`src/hsvca_pkg.sv`:
```
// ---------------------------------------------------------------------------
// HSV color adjust package
// Shared constants, register indexes and types of the HSV color adjust block.
// ---------------------------------------------------------------------------
`default_nettype none

package hsvca_pkg;

  localparam int unsigned CompW      = 16;
  localparam int unsigned HueFull    = 23040;
  localparam int unsigned HueSector  = 3840;
  localparam int unsigned OneQ14     = 16384;
  localparam int unsigned MaxNarrow  = 'hff;
  localparam int unsigned MaxWide    = 'hffff;

  localparam int unsigned DivDenW    = 16;
  localparam int unsigned DivQuoW    = 15;

  localparam logic [25:0] XFULL      = 26'd62914560;
  localparam logic [55:0] ROUND_HALF = 56'd15 << 35;
  localparam logic [20:0] RECIP15    = 21'd1118482;
  localparam int unsigned RecipShift = 24;

  localparam logic [1:0] REG_HUE_OFFSET      = 2'd0;
  localparam logic [1:0] REG_SATURATION_GAIN = 2'd1;
  localparam logic [1:0] REG_VALUE_GAIN      = 2'd2;
  localparam logic [1:0] REG_WIDE_COMPONENTS = 2'd3;

  localparam logic [1:0] MAX_IS_RED   = 2'd0;
  localparam logic [1:0] MAX_IS_GREEN = 2'd1;
  localparam logic [1:0] MAX_IS_BLUE  = 2'd2;

  localparam int unsigned LANE_V = 0;
  localparam int unsigned LANE_P = 1;
  localparam int unsigned LANE_Q = 2;
  localparam int unsigned LANE_T = 3;

  typedef struct packed {
    logic [15:0] red;
    logic [15:0] green;
    logic [15:0] blue;
    logic [15:0] alpha;
    logic        bypass;
  } side_t;

  typedef struct packed {
    side_t      side;
    logic       delta_zero;
    logic [1:0] max_sel;
  } div_side_t;

endpackage

`default_nettype wire

```
`src/hsvca_div.sv`:
```
// ---------------------------------------------------------------------------
// HSV color adjust divider
// Pipelined restoring divider that resolves one quotient bit per stage.
// ---------------------------------------------------------------------------
`default_nettype none

module hsvca_div #(
  parameter int unsigned DW = hsvca_pkg::DivDenW,
  parameter int unsigned QW = hsvca_pkg::DivQuoW
) (
  input  wire logic          clk,
  input  wire logic          en,
  input  wire logic [DW+QW-1:0] num,
  input  wire logic [DW-1:0] den,
  output logic      [QW-1:0] quo
);

  logic [DW-1:0] rem_in  [QW];
  logic [QW-1:0] low_in  [QW];
  logic [DW-1:0] den_in  [QW];
  logic [QW-1:0] quo_in  [QW];
  logic [DW-1:0] rem_r   [QW];
  logic [QW-1:0] low_r   [QW];
  logic [DW-1:0] den_r   [QW];
  logic [QW-1:0] quo_r   [QW];

  assign rem_in[0] = num[DW+QW-1:QW];
  assign low_in[0] = num[QW-1:0];
  assign den_in[0] = den;
  assign quo_in[0] = '0;

  for (genvar k = 0; k < QW; k++) begin : g_stage
    logic [DW:0]   trial;
    logic [DW:0]   diff;
    logic          ge;
    logic [DW-1:0] rem_nxt;

    if (k > 0) begin : g_link
      assign rem_in[k] = rem_r[k-1];
      assign low_in[k] = low_r[k-1];
      assign den_in[k] = den_r[k-1];
      assign quo_in[k] = quo_r[k-1];
    end

    always_comb begin
      trial   = {rem_in[k], low_in[k][QW-1]};
      diff    = trial - {1'b0, den_in[k]};
      ge      = (trial >= {1'b0, den_in[k]});
      rem_nxt = ge ? diff[DW-1:0] : trial[DW-1:0];
    end

    always_ff @(posedge clk) begin
      if (en) begin
        rem_r[k] <= rem_nxt;
        low_r[k] <= {low_in[k][QW-2:0], 1'b0};
        den_r[k] <= den_in[k];
        quo_r[k] <= {quo_in[k][QW-2:0], ge};
      end
    end
  end

  assign quo = quo_r[QW-1];

endmodule

`default_nettype wire
```
`config.mk`:
```
export PLATFORM = sky130hd
export DESIGN_NAME = hsvca_div
export DESIGN_NICKNAME = d
export VERILOG_FILES = /design/src/hsvca_pkg.sv /design/src/hsvca_div.sv
export SDC_FILE = /design/constraint.sdc
export NUM_CORES = 1
export LEC_CHECK = 0
export BUFFER_PORTS_ARGS = -buffer_cell sky130_fd_sc_hd__buf_2
export CAP_MARGIN = 25
export CORE_ASPECT_RATIO = 1.5
export CORE_MARGIN = 2
export CORE_UTILIZATION = 45
export CTS_BUF_LIST = sky130_fd_sc_hd__clkbuf_2
export CTS_CLUSTER_SIZE = 30
export DETAILED_ROUTE_END_ITERATION = 6
export SLEW_MARGIN = 40
export SYNTH_ARGS = -nofsm -noshare
export SYNTH_HDL_FRONTEND = slang
export SYNTH_SLANG_ARGS = --single-unit
export TNS_END_PERCENT = 100
```
`constraint.sdc`:
```
create_clock -name clk -period 7.77 [get_ports clk]
set_clock_uncertainty 0.2 [all_clocks]
set_input_delay 1.1655 -clock clk [delete_from_list [all_inputs] [get_ports clk]]
set_output_delay 1.1655 -clock clk [all_outputs]
set_load 0.05 [all_outputs]
```
==> results.md <==
* Final Wtd Congestion at around 0.94
* DRC viols at 0
* PortBufs at 63
* Fmax at 260 MHz
* Largest net degree at the start of global routing at 117
* Share of cells above drive strength 1 at roughly 16%
* Vias in the first global route at around 23,000
* Top-area cell type share of the netlist area at 59.0%
* Post-CTS setup buffers at 0
* Synth warn at 0
* Max VDD drop at between 0.0001 and 0.00015 V
* PD cells at 373 nW/um^2
* Crit-path slowest cell: a31o_2
* WS Path Type: register to register
* Synth area leaders: edfxtp_1 (59%), ha_1 (8.8%), inv_1 (3.3%)
* Die Height at between 300 and 400 um
* CTS Buf Count at 164
* Ports at 64
* Avg Synthesized Cell Area at between 10 and 15 um^2
* Via count at between 20,000 and 25,000
* Die area at 78,400 um^2
* Measured slew at the worst slew-check pin at about 960 ps
* Period minus WS final at 3850 ps
* P_leak at about 15 nW
* Max FO, Critical Path at 25
* CTS tree: built
* Detailed Routing Iterations Pass 1 at 6
* Max H-tree Level at 4
* Max capacitance violation total at 0
* Grt ovf at 0
* Longest Clk Path Bufs at 3
* Pins Over Slew Limit at 0
* CP required at a little under 9000 ps
* Max-slew headroom at the worst pin at between 30% and 40%
* Status: completed
* Area growth syn-to-layout at 10.4%
* CP startpoint kind: register
* Fin Setup TNS at 0 ps
* Syn Nets at approximately 3,000
* Register area at about 20,000 um^2
* Min Hold Slack at between 150 and 200 ps
* Asr flop ratio synth at 0%
* Global-route usage over all layers at between 10% and 20%
* Seq/Total Area, Yosys at just under 60%
* Worst hold path class: register to register
* Sink Count at 673
* Most numerous cell in the Yosys netlist: edfxtp_1
* Antenna viol nets, final at 0
* Num rows at 123
* Crit-path most repeated cell: inv_1
* Initial core utilization at 45.5%
* Routed wire length at 70,900 um
* #FFs+latches synth at 673
* Synth cell count leaders: edfxtp_1 (673), inv_1 (303), ha_1 (240)
* DP HPWL at between 50,000 and 60,000 um
* Area leader, netlist: edfxtp_1
* WL/cell at 17.4 um
* Critical path capture point type: register
* CP arrival at about 4700 ps
* Iter 0 DRT Violations at approximately 1,100
* Fillers at about 6,500
* Global-route wire length before repair at about 110,000 um
* Syn Inst Count at about 2,700
* Initial antenna violation count at 1
* Post-synth EDFFs at just under 700
* Top FF cell, synth: edfxtp_1
* Period utilisation layout at just under 50%
* Worst skew pair latency at 1320 ps
* Via-per-instance ratio at approximately 5.4
* Final hold vios at 0
* Yosys cell types at just over 80
* Die W at 229 um
* Worst path cell trace: inv_1 -> ha_1 -> nor2b_1 -> o211ai_1 -> nand3_1 -> and3_1 -> o21ai_0 -> a31o_2 -> inv_1 -> mux2_2
* Nets at 3,250
* Endpoints failing setup at 0
* RSZ-0062 raised after global routing: false
* CORE AREA at approximately 75,000 um^2
* Reg clk slew, reported paths at between 100 and 150 ps
* Synthesized cell area at about 34,000 um^2
* Root buf cell: clkbuf_2
* Area of the multi-input gates at about 13,000 um^2
* Crit-path max cell delay at 570 ps
## sequential cells by signal (all words and copies together), names as in the netlist
register	cells
den_r	224
low_r	105
quo_r	120
rem_r	224
## layout make-up
cell class                 count  share of cell area [%]
inverter                     303                    3.01
tap                         1000                    3.31
clock inverter                39                   0.751
sequential                   673                    53.4
multi-input combinational   1679                    33.7
timing repair buffer         126                    2.59
clock buffer                 242                    3.20
antenna                        1                 0.00662
## cell usage in the layout, fill, tap and decap left out, types with 9 or more instances in the layout
cell,n
nor2_1,183
buf_4,10
mux2_4,11
nand2b_1,28
a31oi_1,19
a21o_1,53
a211oi_1,16
and4_1,10
xnor2_1,96
mux2i_1,18
inv_1,303
nand2_1,119
or3_1,9
fa_1,14
o31ai_1,12
xor2_1,61
ha_1,240
buf_2,62
o21bai_1,12
o21ai_1,11
a21oi_1,184
nor3_1,51
or2_2,13
o21a_1,41
clkinv_1,21
edfxtp_1,673
and3_1,17
dlygate4sd3_1,47
o21ai_0,100
o211ai_1,9
o31a_1,13
nor2b_1,32
nand3_1,39
mux2_2,91
clkbuf_2,242
a31o_2,11
nand4_1,29
mux2_1,13
## report_power, final
group	switching, mW	leakage [nW]	internal [mW]	total (mW)
Clock	1.40	1.14	0.961	2.36
Combinational	3.46	7.72	2.75	6.21
Sequential	0.366	6.57	5.17	5.54
## layer usage
layer | track usage [%] | routed length (um) | vias up
met5 | 0 | 0 | -
met4 | 13.9 | 5150 | 0
met3 | 4.02 | 2470 | 262
met2 | 39.3 | 43600 | 532
met1 | 12.3 | 19600 | 10500
li1 | - | - | 10600
## repair_timing
| item | CTS | global route |
|---|---|---|
| gates resized for setup | 0 | 0 |
| hold buffers | 47 | 0 |
| hold endpoints to repair | 121 | 0 |
## path summary, 6_finish.rpt
path | startpoint | to | slack [ps] | cells after the start
max | den_r[1][33] | rem_r[1][59] | 3920 | 10
min | low_r[0][96] | low_r[0][111] | 180 | 0
max reg2reg | den_r[1][33] | rem_r[1][59] | 3920 | 10
min reg2reg | low_r[0][96] | low_r[0][111] | 180 | 0
## kinds of logic (layout without fill, tap and decap cells)
kind of cell               Yosys count  count (layout)  share of synthesized area (%)
AOI/OAI and AO/OA                  576             576                           11.2
xor gates and xnor gates           157             157                           4.01
adders and majority gates          254             254                           9.58
buffers and inverters              342             710                           3.92
DFF                                673             673                           59.0
muxes                              133             133                           4.43
other                                0               1                              0
and+or+nand+nor                    559             559                           7.89
## critical path, delay by kind of cell (launching register included)
family          cells  cell delay [ps]
compound gates      3             1280
simple gates        3              670
flops               1              420
buf+inv             2              400
mux                 1              350
fa+ha+maj           1              300
## stage by stage
step | cell area [um^2] | instances | worst slack (ps) | power, mW | util (%)
after global routing | 37800 | 4063 | 3750 | 15.1 | 50.2
after floorplan | 34300 | 2694 | 4130 | 10.2 | -
final | 37800 | 4063 | 3920 | 14.1 | 50.2
after detailed placement | 35800 | 3734 | 3340 | 11.8 | 47.6
after CTS | 37800 | 4062 | 3960 | 14.2 | 50.2
after global placement | 35800 | 3733 | 3420 | 11.5 | 47.5
Note: power is estimated with default switching activity, not from simulation.
